## src/rtl/zcpt_pkg.sv

```systemverilog
// Shared types and constants for the zero-cross phase tracker.
`default_nettype none
package zcpt_pkg;
    localparam int SAMPLE_W      = 16;
    localparam int COUNT_W       = 16;
    localparam int STEP_W        = 16;
    localparam int GAIN_W        = 4;
    localparam int ACC_W         = 32;
    localparam int IDX_W         = 10;
    localparam int FRACTION_BITS = 12;
    localparam int TABLE_LAST    = 1023;
    localparam int RMS_START_CNT = 100;

    localparam int CFG_ADDR_W = 2;
    localparam int CFG_DATA_W = 16;

    localparam int S_TDATA_W = 16;
    localparam int M_TDATA_W = 32;
    localparam int M_TUSER_W = 3;

    // register indexes
    localparam logic [CFG_ADDR_W-1:0] REG_MIN_HALF  = 2'd0;
    localparam logic [CFG_ADDR_W-1:0] REG_LOOP_GAIN = 2'd1;
    localparam logic [CFG_ADDR_W-1:0] REG_STEP_MIN  = 2'd2;
    localparam logic [CFG_ADDR_W-1:0] REG_STEP_MAX  = 2'd3;

    localparam logic [COUNT_W-1:0] RST_MIN_HALF  = 16'd100;
    localparam logic [GAIN_W-1:0]  RST_LOOP_GAIN = 4'd3;
    localparam logic [STEP_W-1:0]  RST_STEP_MIN  = 16'd8389;
    localparam logic [STEP_W-1:0]  RST_STEP_MAX  = 16'd13005;

    typedef struct packed {
        logic [COUNT_W-1:0] min_half_count;
        logic [GAIN_W-1:0]  loop_gain;
        logic [STEP_W-1:0]  step_min;
        logic [STEP_W-1:0]  step_max;
    } t_cfg;

    typedef struct packed {
        logic crossing;
        logic polarity;
        logic rms_start;
    } t_hc_info;
endpackage
`default_nettype wire

```

## src/rtl/zcpt_cfg_regs.sv

```systemverilog
// Configuration register file of the zero-cross phase tracker.
`default_nettype none
module zcpt_cfg_regs (
    input  wire logic                           i_clk,
    input  wire logic                           i_rst_n,
    input  wire logic                           i_cfg_we,
    input  wire logic [zcpt_pkg::CFG_ADDR_W-1:0] i_cfg_addr,
    input  wire logic [zcpt_pkg::CFG_DATA_W-1:0] i_cfg_wdata,
    output zcpt_pkg::t_cfg                      o_cfg
);
    import zcpt_pkg::*;

    t_cfg r_cfg;

    always_ff @(posedge i_clk) begin
        if (!i_rst_n) begin
            r_cfg.min_half_count <= RST_MIN_HALF;
            r_cfg.loop_gain      <= RST_LOOP_GAIN;
            r_cfg.step_min       <= RST_STEP_MIN;
            r_cfg.step_max       <= RST_STEP_MAX;
        end else if (i_cfg_we) begin
            unique case (i_cfg_addr)
                REG_MIN_HALF:  r_cfg.min_half_count <= i_cfg_wdata[COUNT_W-1:0];
                REG_LOOP_GAIN: r_cfg.loop_gain      <= i_cfg_wdata[GAIN_W-1:0];
                REG_STEP_MIN:  r_cfg.step_min       <= i_cfg_wdata[STEP_W-1:0];
                REG_STEP_MAX:  r_cfg.step_max       <= i_cfg_wdata[STEP_W-1:0];
                default: ;
            endcase
        end
    end

    assign o_cfg = r_cfg;
endmodule
`default_nettype wire

```

## src/rtl/zcpt_half_cycle.sv

```systemverilog
// Polarity tracking, half-cycle counters and crossing qualification.
`default_nettype none
module zcpt_half_cycle (
    input  wire logic                         i_clk,
    input  wire logic                         i_rst_n,
    input  wire logic                         i_accept,
    input  wire logic [zcpt_pkg::SAMPLE_W-1:0] i_sample,
    input  zcpt_pkg::t_cfg                    i_cfg,
    output zcpt_pkg::t_hc_info                o_info
);
    import zcpt_pkg::*;

    logic               r_polarity;
    logic [COUNT_W-1:0] r_pos_cnt;
    logic [COUNT_W-1:0] r_neg_cnt;
    logic               n_polarity;
    logic [COUNT_W-1:0] n_pos_cnt;
    logic [COUNT_W-1:0] n_neg_cnt;
    logic               s_neg;
    logic               s_pos;
    logic               crossing;
    logic               rms_start;

    function automatic logic [COUNT_W-1:0] count_up(input logic [COUNT_W-1:0] c);
        count_up = (&c) ? c : c + 1'b1;
    endfunction

    assign s_neg = i_sample[SAMPLE_W-1];
    assign s_pos = !s_neg && (|i_sample);

    always_comb begin
        n_polarity = r_polarity;
        n_pos_cnt  = r_pos_cnt;
        n_neg_cnt  = r_neg_cnt;
        crossing   = 1'b0;
        rms_start  = 1'b0;
        if (s_pos) begin
            crossing = !r_polarity && (r_neg_cnt > i_cfg.min_half_count);
            if (crossing) begin
                n_polarity = 1'b1;
                n_neg_cnt  = '0;
            end
            n_pos_cnt = count_up(crossing ? '0 : r_pos_cnt);
        end else if (s_neg) begin
            crossing = r_polarity && (r_pos_cnt > i_cfg.min_half_count);
            if (crossing) begin
                n_polarity = 1'b0;
                n_pos_cnt  = '0;
            end
            n_neg_cnt = count_up(crossing ? '0 : r_neg_cnt);
            rms_start = (n_neg_cnt == COUNT_W'(RMS_START_CNT));
        end
    end

    always_ff @(posedge i_clk) begin
        if (!i_rst_n) begin
            r_polarity <= 1'b0;
            r_pos_cnt  <= '0;
            r_neg_cnt  <= '0;
        end else if (i_accept) begin
            r_polarity <= n_polarity;
            r_pos_cnt  <= n_pos_cnt;
            r_neg_cnt  <= n_neg_cnt;
        end
    end

    assign o_info.crossing  = crossing;
    assign o_info.polarity  = n_polarity;
    assign o_info.rms_start = rms_start;
endmodule
`default_nettype wire

```

## src/rtl/zcpt_phase.sv

```systemverilog
// Phase step correction, accumulator and sine table index.
`default_nettype none
module zcpt_phase (
    input  wire logic                      i_clk,
    input  wire logic                      i_rst_n,
    input  wire logic                      i_accept,
    input  wire logic                      i_crossing,
    input  zcpt_pkg::t_cfg                 i_cfg,
    output logic [zcpt_pkg::IDX_W-1:0]     o_phase_index,
    output logic [zcpt_pkg::STEP_W-1:0]    o_phase_step
);
    import zcpt_pkg::*;

    localparam int RAW_W = ACC_W - FRACTION_BITS;
    localparam int SUM_W = RAW_W + GAIN_W + 3;

    logic [STEP_W-1:0]        r_step;
    logic [ACC_W-1:0]         r_acc;
    logic [STEP_W-1:0]        n_step;
    logic [ACC_W-1:0]         n_acc;
    logic [RAW_W-1:0]         raw;
    logic signed [SUM_W-1:0]  err;
    logic signed [SUM_W-1:0]  prod;
    logic signed [SUM_W-1:0]  sum;
    logic signed [SUM_W-1:0]  lim_max;
    logic signed [SUM_W-1:0]  lim_min;
    logic [STEP_W-1:0]        clamped;
    logic [ACC_W-1:0]         acc_base;
    logic [RAW_W-1:0]         idx_raw;
    logic [RAW_W-1:0]         idx_fold;
    logic [RAW_W-1:0]         idx_sat;

    // index error against the end of the table, from the index before the clear
    assign raw     = r_acc[ACC_W-1:FRACTION_BITS];
    assign err     = $signed(SUM_W'(TABLE_LAST)) - $signed({{(SUM_W-RAW_W){1'b0}}, raw});
    assign prod    = err * $signed({{(SUM_W-GAIN_W){1'b0}}, i_cfg.loop_gain});
    assign sum     = prod + $signed({{(SUM_W-STEP_W){1'b0}}, r_step});
    assign lim_max = $signed({{(SUM_W-STEP_W){1'b0}}, i_cfg.step_max});
    assign lim_min = $signed({{(SUM_W-STEP_W){1'b0}}, i_cfg.step_min});

    // max wins first; min only applies when not above max
    always_comb begin
        if (sum > lim_max) begin
            clamped = i_cfg.step_max;
        end else if (sum < lim_min) begin
            clamped = i_cfg.step_min;
        end else begin
            clamped = sum[STEP_W-1:0];
        end
    end

    assign n_step   = i_crossing ? clamped : r_step;
    assign acc_base = i_crossing ? '0 : r_acc;
    assign n_acc    = acc_base + {{(ACC_W-STEP_W){1'b0}}, n_step};

    // fold once past the table end, then saturate
    assign idx_raw  = n_acc[ACC_W-1:FRACTION_BITS];
    assign idx_fold = (idx_raw > RAW_W'(TABLE_LAST)) ? idx_raw - RAW_W'(TABLE_LAST) : idx_raw;
    assign idx_sat  = (idx_fold > RAW_W'(TABLE_LAST)) ? RAW_W'(TABLE_LAST) : idx_fold;

    always_ff @(posedge i_clk) begin
        if (!i_rst_n) begin
            r_step <= '0;
            r_acc  <= '0;
        end else if (i_accept) begin
            r_step <= n_step;
            r_acc  <= n_acc;
        end
    end

    assign o_phase_index = idx_sat[IDX_W-1:0];
    assign o_phase_step  = n_step;
endmodule
`default_nettype wire

```

## src/rtl/zero_cross_phase_tracker.sv

```systemverilog
// Zero-cross phase tracker: one grid phase result per line-voltage sample.
//
// Input stream (s): one signed 16-bit line-voltage sample per transfer.
// Output stream (m): one result per accepted sample, in order. tdata holds
//   the sine table index and the current phase step; tuser holds polarity,
//   the qualified-crossing flag and the RMS start pulse.
// Config port: write enable, 2-bit register index, 16-bit data; written in
//   the cycle the enable is high. Change registers only while the block is
//   idle.
// Result: registered, valid in the cycle after the sample transfers.
// Throughput: one sample per cycle unless stalled; the update (step correction,
//   clamp, accumulator add, table fold) runs between input and result register.
// Stall: while the result register is full and m tready is low, s tready is
//   low; it rises again in the cycle the result is taken, so a new sample can
//   transfer in the same cycle the previous result leaves.
// Reset: synchronous, active low. Clears the result valid flag, polarity,
//   counters, step and accumulator, and restores register defaults.
`default_nettype none
module zero_cross_phase_tracker (
    input  wire logic                           i_clk,
    input  wire logic                           i_rst_n,
    input  wire logic                           i_s_tvalid,
    output logic                                o_s_tready,
    // [15:0] line_voltage
    input  wire logic [zcpt_pkg::S_TDATA_W-1:0] i_s_tdata,
    output logic                                o_m_tvalid,
    input  wire logic                           i_m_tready,
    // [9:0] phase_index, [25:10] phase_step, [31:26] zero
    output logic [zcpt_pkg::M_TDATA_W-1:0]      o_m_tdata,
    // [0] polarity, [1] crossing, [2] rms_start
    output logic [zcpt_pkg::M_TUSER_W-1:0]      o_m_tuser,
    input  wire logic                           i_cfg_we,
    input  wire logic [zcpt_pkg::CFG_ADDR_W-1:0] i_cfg_addr,
    input  wire logic [zcpt_pkg::CFG_DATA_W-1:0] i_cfg_wdata
);
    import zcpt_pkg::*;

    t_cfg              cfg;
    t_hc_info          hc_info;
    logic              accept;
    logic [IDX_W-1:0]  phase_index;
    logic [STEP_W-1:0] phase_step;

    logic                 r_out_valid;
    logic [M_TDATA_W-1:0] r_out_data;
    logic [M_TUSER_W-1:0] r_out_user;

    assign o_s_tready = !r_out_valid || i_m_tready;
    assign accept     = i_s_tvalid && o_s_tready;

    zcpt_cfg_regs u_cfg (
        .i_clk       (i_clk),
        .i_rst_n     (i_rst_n),
        .i_cfg_we    (i_cfg_we),
        .i_cfg_addr  (i_cfg_addr),
        .i_cfg_wdata (i_cfg_wdata),
        .o_cfg       (cfg)
    );

    zcpt_half_cycle u_half (
        .i_clk    (i_clk),
        .i_rst_n  (i_rst_n),
        .i_accept (accept),
        .i_sample (i_s_tdata[SAMPLE_W-1:0]),
        .i_cfg    (cfg),
        .o_info   (hc_info)
    );

    zcpt_phase u_phase (
        .i_clk         (i_clk),
        .i_rst_n       (i_rst_n),
        .i_accept      (accept),
        .i_crossing    (hc_info.crossing),
        .i_cfg         (cfg),
        .o_phase_index (phase_index),
        .o_phase_step  (phase_step)
    );

    always_ff @(posedge i_clk) begin
        if (!i_rst_n) begin
            r_out_valid <= 1'b0;
        end else if (accept) begin
            r_out_valid <= 1'b1;
        end else if (i_m_tready) begin
            r_out_valid <= 1'b0;
        end
    end

    always_ff @(posedge i_clk) begin
        if (accept) begin
            r_out_data <= {{(M_TDATA_W-STEP_W-IDX_W){1'b0}}, phase_step, phase_index};
            r_out_user <= {hc_info.rms_start, hc_info.crossing, hc_info.polarity};
        end
    end

    assign o_m_tvalid = r_out_valid;
    assign o_m_tdata  = r_out_data;
    assign o_m_tuser  = r_out_user;

    // a crossing starts a fresh half cycle, so the RMS pulse cannot coincide
    a_cross_no_rms: assert property (@(posedge i_clk) disable iff (!i_rst_n)
        (o_m_tvalid && o_m_tuser[1]) |-> !o_m_tuser[2])
        else $error("crossing and rms_start in the same result");

    // after a crossing the step is within its clamp
    a_cross_clamp: assert property (@(posedge i_clk) disable iff (!i_rst_n)
        (o_m_tvalid && o_m_tuser[1]) |->
        ((o_m_tdata[IDX_W+STEP_W-1:IDX_W] <= cfg.step_max) ||
         (o_m_tdata[IDX_W+STEP_W-1:IDX_W] == cfg.step_min)))
        else $error("phase step outside clamp after crossing");

    // output register empties on reset
    a_rst_empty: assert property (@(posedge i_clk)
        !i_rst_n |=> !o_m_tvalid)
        else $error("result valid right after reset");

    // a new result only follows an accepted sample
    a_valid_src: assert property (@(posedge i_clk) disable iff (!i_rst_n)
        (!$past(accept) && $past(o_m_tvalid && i_m_tready)) |-> !o_m_tvalid)
        else $error("result valid without a sample");
endmodule
`default_nettype wire
```

## config.mk

```make
export PLATFORM = sky130hd
export DESIGN_NAME = zero_cross_phase_tracker
export DESIGN_NICKNAME = d
export VERILOG_FILES = /design/src/rtl/zcpt_pkg.sv /design/src/rtl/zcpt_cfg_regs.sv /design/src/rtl/zcpt_half_cycle.sv /design/src/rtl/zcpt_phase.sv /design/src/rtl/zero_cross_phase_tracker.sv
export SDC_FILE = /design/constraint.sdc
export NUM_CORES = 1
export LEC_CHECK = 0
export BUFFER_PORTS_ARGS = -buffer_cell sky130_fd_sc_hd__buf_2
export CAP_MARGIN = 20
export CORE_ASPECT_RATIO = 0.5
export CORE_MARGIN = 2
export CORE_UTILIZATION = 55
export CTS_CLUSTER_SIZE = 28
export DETAILED_ROUTE_END_ITERATION = 10
export HOLD_SLACK_MARGIN = 0.06
export PLACE_DENSITY_LB_ADDON = 0.12
export SYNTH_ARGS = -nofsm -noshare
export SYNTH_HDL_FRONTEND = slang
export SYNTH_SLANG_ARGS = --single-unit
```

## constraint.sdc

```tcl
create_clock -name i_clk -period 13.3 [get_ports i_clk]
set_clock_uncertainty 0.2 [all_clocks]
set_input_delay 0.665 -clock i_clk [delete_from_list [all_inputs] [get_ports i_clk]]
set_output_delay 0.665 -clock i_clk [all_outputs]
set_load 0.05 [all_outputs]
```

# Word level (Yosys, flattened, before mapping)
# Cells that the tools add are included.
# totals
register_bits	163
word_cells	78
inputBits	39
out_inout_bits	37
# classes
mul	1
eq_ne	5
bitwise	1
n_lt_le_gt_ge	6
n_reduce_logical	22
muxes	23
add_sub_neg	6
# op_table
cell	n
16-bit two-way mux	13
20-bit by 10-bit greater-than comparator with 1-bit output, second input constant	2
16-bit by 1-bit adder with 16-bit output, second input constant	2
32-bit by 16-bit adder with 32-bit output	1
16-bit greater-than comparator	2
32-bit two-way mux	1
16-bit AND reduction	2
27-bit by 17-bit adder with 27-bit output	1
27-bit by 17-bit greater-than comparator with 1-bit output	1
27-bit by 17-bit less-than comparator with 1-bit output	1
27-bit by 5-bit multiplier with 27-bit output	1
10-bit by 20-bit subtractor with 21-bit output, first input constant	1
20-bit two-way mux	1
20-bit by 10-bit subtractor with 20-bit output, second input constant	1
16-bit by 7-bit == test with 1-bit output, second input constant	1
16-bit OR reduction	1
1-bit two-way mux	8
2-bit AND reduction	4
3-bit AND reduction	2
2-bit nonzero test	3
2-bit == test, second input constant	2
1-bit logical AND	4
1-bit zero test	3
2-bit by 1-bit == test with 1-bit output, second input constant	1
other kinds (5)	5

# Longest topological paths before layout
# Gate-level depths: netlist of run 1.
# depth
word_depth	11
ltp_mapped	44
depth_no_buf	41

# Hierarchy
# A second synthesis of run 1 with hierarchy kept.
# unflattened
cells_unflattened	1876
hier_area_um2	15747.6
# by_module_without_submodules
mod	seq_area_each_um2	instances	area_per_inst_um2	cells_each
zcpt_phase	960.9	1	9670.5	1233
zcpt_half_cycle	660.6	1	3032.9	398
zcpt_cfg_regs	1041.0	1	2067.0	204
zero_cross_phase_tracker	890.9	1	977.2	41

# Worst setup path after synthesis of run 1
# No wires, ideal clock.
# synth_timing
kind	register to register
start	register u_phase.r_acc[22]
end	register r_out_data[5] (netlist: o_m_tdata[5]) (data pin)
required_ps	12821
slack_ps	2889
synth_period_minus_slack_ps	10411
stages_incl_launch_ff	43
setup_time_ps	279
arrival_ps	9932
n_path_buf	3
cell_sequence	dfxtp_1 -> clkbuf_1 -> inv_1 -> ha_1 -> xnor2_1 -> nand2_1 -> fa_1 -> inv_1 -> fa_1 -> inv_1 -> fa_1 -> inv_1 -> ha_1 -> clkbuf_1 -> nand4_1 -> nor2_1 -> nand3_1 -> o31ai_1 -> (+7 left out) -> mux2_2 -> nor2_1 -> a221o_1 -> ha_1 -> fa_1 -> a211o_1 -> a2111oi_2 -> nor3_1 -> or2_2 -> clkbuf_2 -> nor4_1 -> nor4_2 -> nor4b_4 -> nand3_2 -> a2111oi_4 -> o311ai_2 -> a21oi_4 -> o211ai_1
# synth_via
elab_chain_len	11
word_cells_on_any_way	14
cone_classes	4 x add/sub; 1 x mul; 4 x order compare; 5 x mux
# synth_lines
item	line	rtl
start, declared	zcpt_phase.sv:18	logic [ACC_W-1:0] r_acc;
start signal, assigned	zcpt_phase.sv:67	r_acc <= n_acc;
10-bit by 20-bit subtractor with 21-bit output (*)	zcpt_phase.sv:35	assign err = $signed(SUM_W'(TABLE_LAST)) - $signed({{(SUM_W-RAW_W){1'b0}}, raw});
27-bit by 5-bit multiplier with 27-bit output (*)	zcpt_phase.sv:36	assign prod = err * $signed({{(SUM_W-GAIN_W){1'b0}}, i_cfg.loop_gain});
27-bit by 17-bit adder with 27-bit output (*)	zcpt_phase.sv:37	assign sum = prod + $signed({{(SUM_W-STEP_W){1'b0}}, r_step});
27-bit by 17-bit less-than comparator with 1-bit output	zcpt_phase.sv:45	end else if (sum < lim_min) begin
16-bit two-way mux	zcpt_phase.sv:45	
16-bit two-way mux (*)	zcpt_phase.sv:43	if (sum > lim_max) begin
16-bit two-way mux (*)	zcpt_phase.sv:52	assign n_step = i_crossing ? clamped : r_step;
named net phase_step[0]	zero_cross_phase_tracker.sv:42	logic [STEP_W-1:0] phase_step;
32-bit by 16-bit adder with 32-bit output (*)	zcpt_phase.sv:54	assign n_acc = acc_base + {{(ACC_W-STEP_W){1'b0}}, n_step};
20-bit by 10-bit subtractor with 20-bit output or 20-bit by 10-bit greater-than comparator with 1-bit output (tied branches)	zcpt_phase.sv:58	assign idx_fold = (idx_raw > RAW_W'(TABLE_LAST)) ? idx_raw - RAW_W'(TABLE_LAST) : idx_raw;
20-bit two-way mux (*)	zcpt_phase.sv:58	
20-bit by 10-bit greater-than comparator with 1-bit output	zcpt_phase.sv:59	assign idx_sat = (idx_fold > RAW_W'(TABLE_LAST)) ? RAW_W'(TABLE_LAST) : idx_fold;
end signal, assigned	zero_cross_phase_tracker.sv:91	r_out_data <= {{(M_TDATA_W-STEP_W-IDX_W){1'b0}}, phase_step, phase_index};
end, declared	zero_cross_phase_tracker.sv:45	logic [M_TDATA_W-1:0] r_out_data;
# The timed path passes the listed nets; every way through them passes the cells marked *.
# A chain may end at the register's enable or synchronous reset.

# Worst setup path after layout of run 1
# layout_timing
start	register u_phase.r_acc[22]
end	register r_out_data[2] (netlist: o_m_tdata[2]) (data pin)
# layout_via
elab_chain_len	11
word_cells_on_any_way	14
cone_classes	4 x add/sub; 1 x mul; 4 x order compare; 5 x mux
# layout_lines
item	line	rtl
10-bit by 20-bit subtractor with 21-bit output (*)	zcpt_phase.sv:35	
27-bit by 5-bit multiplier with 27-bit output (*)	zcpt_phase.sv:36	
27-bit by 17-bit adder with 27-bit output (*)	zcpt_phase.sv:37	
27-bit by 17-bit less-than comparator with 1-bit output	zcpt_phase.sv:45	
16-bit two-way mux	zcpt_phase.sv:45	
16-bit two-way mux (*)	zcpt_phase.sv:43	
16-bit two-way mux (*)	zcpt_phase.sv:52	
named net phase_step[0]	zero_cross_phase_tracker.sv:42	
32-bit by 16-bit adder with 32-bit output (*)	zcpt_phase.sv:54	
named net u_phase.n_acc[12]	zcpt_phase.sv:20	logic [ACC_W-1:0] n_acc;
20-bit by 10-bit subtractor with 20-bit output or 20-bit by 10-bit greater-than comparator with 1-bit output (tied branches)	zcpt_phase.sv:58	
20-bit two-way mux (*)	zcpt_phase.sv:58	
20-bit by 10-bit greater-than comparator with 1-bit output	zcpt_phase.sv:59	
# Marked as above.

==> results of run 1 <==
==> power by group <==
part	total (W)	switching [W]	internal, W
clock	0.000494	0.000223	0.000271
sequential	0.000523	0.00000993	0.000513
combinational	0.000325	0.000203	0.000122
==> metal layers <==
metal  track usage, %  vias up  part of all wire (%)
li1                 -     6438                     -
met1             39.6     6429                    45
met2             46.2      504                    46
met3             4.69       76                   7.0
met4             7.54        2                   2.1
met5                0        -                 0.032
==> cell usage after synthesis (all sizes together) (32+ instances only) <==
cell type,instances
o21ai,63
nand2,215
and2,61
xnor2,39
and3,36
a221o,33
ha,141
a21boi,55
dfxtp,134
nand3,49
clkbuf,76
fa,60
nor2b,66
inv,200
nor2,99
nand4,32
a21oi,90
==> metrics by stage <==
stage	instances	hold slack, ns	instance area, sq um	util, %	power (W)
2_1_floorplan	1847	0.239	15100	-	0.000764
3_3_place_gp	2184	0.249	15600	58.4	0.000845
3_5_place_dp	2185	0.256	15600	58.4	0.000850
4_1_cts	2217	0.257	16200	60.6	0.00134
5_1_grt	2218	0.274	16200	60.6	0.00140
6_report	2218	0.264	16200	60.6	0.00134
==> cell usage in the layout, fill, tap and decap left out, drive strengths merged, types with 29 or more instances in the layout <==
master	n
ha	141
a21oi	90
nand2	215
nor2	99
a221o	33
xnor2	39
buf	81
and2	61
edfxtp	29
nand4	32
a21o	29
nor2b	66
fa	60
o21ai	63
nand3	49
dfxtp	134
a21boi	55
inv	207
and3	36
==> final timing paths <==
kind                     startpoint               end  slack, ns  cells after the start
setup / recovery  u_phase.r_acc[22]      o_m_tdata[2]       1.61                     39
hold / removal     u_phase.r_acc[1]  u_phase.r_acc[1]       0.26                      2
setup reg to reg  u_phase.r_acc[22]      o_m_tdata[2]       1.61                     39
hold reg to reg    u_phase.r_acc[1]  u_phase.r_acc[1]       0.26                      2
==> logic make-up after synthesis <==
| kind of cell | count (synthesis) | synth area share (%) |
|---|---|---|
| adder cells (fa/ha/maj) | 201 | 19.6 |
| multiplexers | 26 | 1.86 |
| flip-flops | 163 | 23.5 |
| buffers and inverters | 294 | 7.59 |
| XOR/XNOR | 67 | 3.88 |
| AO/OA/AOI/OAI | 420 | 20.6 |
| other | 1 | 0.0248 |
| AND/OR/NAND/NOR | 670 | 22.9 |
==> final cells by class <==
cell class	instances	area [sq um]	share of cell area, %
clock buffer	22	497	3.06
clock inverter	10	81.3	0.502
inverter	200	751	4.63
multi-input combinational	1390	10400	64.5
sequential	163	3550	21.9
tap	352	440	2.72
timing repair buffer	81	439	2.71
==> registers in the layout, indices dropped and copies added, names as in the netlist <==
| signal | cells |
|---|---|
| u_half.r_neg_cnt | 16 |
| u_phase.r_step | 16 |
| o_m_tvalid | 1 |
| u_half.r_polarity | 1 |
| o_m_tuser | 3 |
| u_phase.r_acc | 32 |
| u_cfg.o_cfg | 52 |
| o_m_tdata | 26 |
| u_half.r_pos_cnt | 16 |
==> critical path: cells and delay by family, from the launching register on <==
kind,cells,cell delay (ns)
DFF,1,0.57
xor gates and xnor gates,2,0.68
AOI/OAI and AO/OA,10,3.06
and+or+nand+nor,13,2.92
adders and majority gates,8,3.21
muxes,1,0.21
buffers and inverters,5,0.53
==> results.yml, run 1 <==
clocking:
  clkLatencyLatePin_ns: 0.45
  post_cts_buffers: 0
  cts_root_buffer: "clkbuf_16"
  holdBufCountCts: 0
  clk_path_buf_depth: 2
  cts_buffers: 17
  htreeDepth: 4
  clkTransAtPathRegs_ns: 0.07
  cts_tree: "yes"
  cts_sinks: 163
  cts_resized: 0
placed_design:
  portBuffers: 69
  dp_hpwl_um: 31500
  place_ws_ns: 1.81
  gp_congestion: 0.981
route:
  drc: 0
  routed_wl_um: 40700
  first_pass_iters: 7
  post_drt_via_cell_ratio: 6.06
  route.antenna.remaining_nets: 0
  post_drt_wl_per_cell_um: 18.4
  drt-initial-drc-count: 1283
  vias: 13400
die:
  die-area_sq_mm: 0.0289
  io-pin-count: 76
  start_util_pct: 56.5
  rows: 42
  fp.dieW_um: 239
  core_area_sq_mm: 0.0267
  die_h_um: 121
setup_path:
  crit_fanout: 17
  worst-endpoint-required_ns: 13.26
  slowest_delay_ns: 0.63
  arrival_ns: 11.65
  start_kind: "flip-flop"
  slowest_stage: "o31ai_1"
  critPathKind: "reg -> reg"
  endpoint_kind: "flip-flop"
finish:
  fill_cells: 2398
  final_nets: 2093
  area_growth_pct: 7.17
  diodes: 0
  drive_gt1_share_pct: 8.95
synthesis:
  synthCells: 1842
  synth-seq-cells: 163
  synth_edf_count: 29
  synth.yosys.seq_area_share_pct: 23.5
  synthArstFlopShare_pct: 0
  yosysTopAreaCellShare_pct: 17.7
  yosys_warnings: 0
  synth.distinct_cells: 90
  yosys.area.top_type: "dfxtp_1"
  syn_area_sq_mm: 0.0151
  synth_area_leaders: "dfxtp_1, ha_1, fa_1, edfxtp_1, nand2_1"
  avgSynthCellArea_sq_um: 8.21
  ys.flop_type: "dfxtp_1"
timing:
  tns_ns: 0
  finalHoldViolCount: 0
  maxSlewHeadroom_pct: 25.9
  setup_violations: 0
  final.min_clock_period_ns: 11.69
  finalCritPeriodShare_pct: 87.9
  setup_slack_ns: 1.61
  drv_slew: 0
  worst_pin_slew_ns: 1.10
  grt_setup_unrepaired: "false"
  max_freq_ghz: 0.0855
min_path:
  hp-class: "reg -> reg"
power:
  p_leak_nw: 7.23
  p_per_area_mw_per_mm2: 82.8
  vdd_drop_max_uv: 75.5
job:
  maxCapViolCount: 0
global_route:
  grt_max_degree: 98
  antenna_found_initial: 2
  grt_pass1_vias: 12700
  grt_first_pass_wirelength_um: 65400
  grt_use_total_pct: 28.5
  gr-total-overflow: 0
status:
  status: "completed"
Note: power is estimated with default switching activity, not from simulation.
==> inputs of run 2 (changes only) <==
Clock period 13.3 ns to 10.5 ns, I/O delays scaled along.
==> results.yml, run 2 (synthesis gave the netlist of run 1 again) <==
status:
  status: "completed"
setup_path:
  crit_top_cell: "buf_4"
  worst-endpoint-required_ns: 10.48
  start_kind: "flip-flop"
  arrival_ns: 10.22
  slowest_delay_ns: 0.65
  critPathKind: "reg -> reg"
  crit_fanout: 6
  endpoint_kind: "flip-flop"
  slowest_stage: "nor4_1"
placed_design:
  placed_area_sq_mm: 0.0165
  gp_congestion: 0.968
  dp_hpwl_um: 33600
  place_ws_ns: -0.162
  portBuffers: 69
clocking:
  cts_tree: "yes"
  cts_buffers: 17
  clkLatencyLatePin_ns: 0.46
  clk_path_buf_depth: 2
  clkTransAtPathRegs_ns: 0.08
  htreeDepth: 4
  cts_sinks: 163
  cts_root_buffer: "clkbuf_16"
die:
  core_area_sq_mm: 0.0267
  fp.dieW_um: 239
  die-area_sq_mm: 0.0289
  rows: 42
  io-pin-count: 76
  start_util_pct: 56.5
  die_h_um: 121
route:
  drt-initial-drc-count: 1429
  post_drt_via_cell_ratio: 5.95
  first_pass_iters: 6
  routed_wl_um: 43700
  post_drt_wl_per_cell_um: 18.6
  route.antenna.remaining_nets: 0
  drc: 0
  vias: 13900
finish:
  final_util_pct: 66.4
  largest_reg_flops: 52
  stdcell_area_sq_mm: 0.0178
  drive_gt1_share_pct: 18.6
  fill_cells: 2287
  area_growth_pct: 17.4
  layout_common_cells: "nand2_1, inv_1, buf_4"
  final_nets: 2219
  final_common_cell: "nand2_1"
global_route:
  grt.met1_usage_pct: 40.3
  grt_first_pass_wirelength_um: 69500
  grt_use_total_pct: 30.4
  antenna_found_initial: 2
  grt-busiest-layer: "met2"
  use_met3_pct: 6.67
  use_met2_pct: 49.8
  grt_max_degree: 96
  grt_pass1_vias: 13500
  gr-total-overflow: 0
job:
  maxCapViolCount: 0
timing:
  drv_slew: 0
  finalHoldViolCount: 0
  setup_violations: 0
  finalCritPeriodShare_pct: 97.5
  final.min_clock_period_ns: 10.23
  maxSlewHeadroom_pct: 28.6
  worst_hold_slack_ns: 0.134
  setup_slack_ns: 0.266
  worst_pin_slew_ns: 1.07
  max_freq_ghz: 0.0977
min_path:
  hp-class: "in -> reg"
power:
  vdd_drop_max_uv: 116
  p_per_area_mw_per_mm2: 101
  p_leak_nw: 7.98
==> run 2: changes by cell type in the layout (fill, tap and decap cells not counted), moves of 9 or more <==
cell / previous run / this run
buf_4: 11 / 129
ha_1: 141 / 123
ha_4: 0 / 12
a21oi_1: 89 / 80
a21oi_2: 0 / 9
==> run 2: what timing repair did <==
action / CTS / global route
setup endpoints to repair: 10 / 10
pin swaps: 6 / 36
buffers inserted: 1 / 11
hold buffers: 0 / 0
cloned: 1 / 1
gates resized for setup: 12 / 92
==> run 2: final timing paths <==
| kind | slack, ns | endpoint | start | cells past startpoint |
|---|---|---|---|---|
| hold reg to reg | 0.27 | u_cfg.o_cfg[43] | u_cfg.o_cfg[43] | 2 |
| hold / removal | 0.13 | u_cfg.o_cfg[12] | i_cfg_wdata[12] | 3 |
| setup / recovery | 0.27 | o_m_tdata[7] | u_phase.r_acc[23] | 39 |
| setup reg to reg | 0.27 | o_m_tdata[7] | u_phase.r_acc[23] | 39 |
==> run 2: area by class of cell <==
class,instances,area [sq um],share of cell area [%]
Tap cell,352,440,2.48
Multi-Input combinational cell,1391,11000,61.7
Clock buffer,17,425,2.40
Antenna cell,1,2.50,0.0141
Clock inverter,15,196,1.11
Inverter,200,751,4.23
Sequential cell,163,3560,20.1
Timing Repair Buffer,206,1420,7.98
==> run 2: metal layers <==
metal / routed length, um / vias to the layer above
met5: 14 / -
met4: 1170 / 2
met3: 3050 / 87
met2: 20100 / 478
met1: 19400 / 6673
li1: - / 6706
==> run 2: worst max-delay path: cells and delay by family (launching register included) <==
kind | cells | cell delay [ns]
compound gates | 11 | 2.74
xor+xnor | 2 | 0.38
fa+ha+maj | 6 | 2.35
buf+inv | 8 | 1.09
flops | 1 | 0.32
mux | 1 | 0.17
simple gates | 11 | 2.72
==> run 2: power by group <==
group	total (W)	internal [W]	switching, W
registers	0.000660	0.000649	0.0000106
clock network	0.000658	0.000329	0.000329
logic	0.000470	0.000188	0.000282
==> run 2: metrics by stage <==
| stage | cells | total power (W) | TNS, ns |
|---|---|---|---|
| after floorplan | 1847 | 0.000967 | 0 |
| after global placement | 2297 | 0.00109 | 0 |
| after detailed placement | 2298 | 0.00110 | -1.45 |
| after CTS | 2332 | 0.00177 | 0 |
| after global routing | 2344 | 0.00187 | -0.801 |
| final | 2345 | 0.00179 | 0 |
==> inputs of run 3 (changes only) <==
Settings changed: CELL_PAD_IN_SITES_DETAIL_PLACEMENT set to 1, CELL_PAD_IN_SITES_GLOBAL_PLACEMENT set to 1, CORE_UTILIZATION 55 to 48.
Clock period 10.5 ns to 10.1 ns, I/O delays scaled along.
==> results.yml, run 3 (synthesis gave the netlist of run 1 again) <==
status:
  status: "finished with violations"
  violations: "setup timing"
setup_path:
  arrival_ns: 10.44
  crit_fanout: 11
  critical_path_buf_inv_count: 6
  r2r_slack_ns: -0.33
  start_kind: "flip-flop"
  slowest_delay_ns: 0.54
  critPathKind: "reg -> reg"
  critical-path-top-delay-family: "compound AO/OA/AOI/OAI gates"
  worst-endpoint-required_ns: 10.11
  slowest_stage: "fa_1"
  endpoint_kind: "flip-flop"
  crit_top_cell: "fa_1"
clocking:
  cts_buffers: 17
  cts_root_buffer: "clkbuf_16"
  htreeDepth: 4
  clk_path_buf_depth: 2
  cts_tree: "yes"
  clkTransAtPathRegs_ns: 0.09
  clkLatencyLatePin_ns: 0.47
  cts_sinks: 163
die:
  die-area_sq_mm: 0.0330
  rows: 45
  die_h_um: 130
  core_area_sq_mm: 0.0307
  start_util_pct: 49.3
  io-pin-count: 76
  fp.dieW_um: 255
finish:
  area_growth_pct: 25.2
  largest_reg_flops: 52
  final_util_pct: 61.7
  final_common_cell: "buf_4"
  layout.cells.non_filler: 2537
  final_nets: 2341
  fill_cells: 3659
  layout_common_cells: "buf_4, nand2_1, inv_1"
  diodes: 0
  drive_gt1_share_pct: 25.0
route:
  routed_wl_um: 56600
  drt-initial-drc-count: 1210
  drc: 0
  vias: 15200
  route.antenna.remaining_nets: 0
  post_drt_wl_per_cell_um: 22.3
  first_pass_iters: 5
  post_drt_via_cell_ratio: 5.98
timing:
  tns_ns: -2.97
  maxSlewHeadroom_pct: 39.0
  setup_slack_ns: -0.333
  worst_hold_slack_ns: 0.0996
  max_freq_ghz: 0.0959
  drv_slew: 0
  setup_violations: 10
  grt_setup_unrepaired: "true"
  final.min_clock_period_ns: 10.43
  finalHoldViolCount: 0
  finalCritPeriodShare_pct: 103
  worst_pin_slew_ns: 0.915
power:
  p_per_area_mw_per_mm2: 106
  p_leak_nw: 8.72
  vdd_drop_max_uv: 121
job:
  maxCapViolCount: 0
global_route:
  grt_first_pass_wirelength_um: 84700
  antenna_found_initial: 0
  grt_max_degree: 98
  grt_use_total_pct: 33.0
  gr-total-overflow: 0
  grt_pass1_vias: 15600
placed_design:
  portBuffers: 69
  dp.cells: 2474
  place_ws_ns: -0.468
  dp_hpwl_um: 40700
  gp_congestion: 0.957
min_path:
  hp-class: "in -> reg"
run 3: where the power goes:
group	switching (W)	internal, W
clock	0.000369	0.000343
sequential	0.0000114	0.000675
combinational	0.000345	0.000266
total	0.000725	0.00128
run 3: what timing repair did:
item	in CTS	in global routing
pin swaps	24	61
hold buffers	0	0
hold endpoints to repair	0	0
gates resized for setup	54	99
setup endpoints to repair	10	10
setup buffers	10	19
run 3: worst reg2reg max path, delay by kind of cell, from the launching register on:
family | cells | cell delay [ns]
AO/OA/AOI/OAI | 13 | 3.33
XOR/XNOR | 1 | 0.15
adder cells (fa/ha/maj) | 6 | 2.48
buffers and inverters | 6 | 0.69
flip-flops | 1 | 0.37
multiplexers | 1 | 0.17
AND/OR/NAND/NOR | 14 | 2.77
run 3: cell type report:
class                           instances  area [sq um]  area share [%]
Multi-Input combinational cell       1390         11100            58.6
Sequential cell                       163          3570            18.8
Timing Repair Buffer                  329          2360            12.4
Inverter                              200           756            3.99
Tap cell                              423           529            2.79
Clock buffer                           17           425            2.25
Clock inverter                         15           199            1.05
run 3: per-layer routing:
metal	up-vias	part of all wire, %	track usage, %
li1	6944	-	-
met1	7655	43	42.4
met2	448	49	58.0
met3	124	4.6	3.78
met4	0	3.3	11.4
met5	-	0	0
run 3: worst paths after layout:
path,from,endpoint,cells past startpoint
worst max-delay path,u_phase.r_acc[23],o_m_tdata[6],41
worst min-delay path,i_cfg_wdata[11],u_cfg.o_cfg[11],3
worst max register to register,u_phase.r_acc[23],o_m_tdata[6],41
worst min register to register,u_cfg.o_cfg[46],u_cfg.o_cfg[46],2
run 3: per-stage QoR:
step / power [W] / instance area [sq um]
floorplan: 0.00101 / 15200
global placement: 0.00120 / 17400
detailed placement: 0.00123 / 17400
CTS: 0.00195 / 18300
global route: 0.00209 / 18900
finish: 0.00201 / 18900
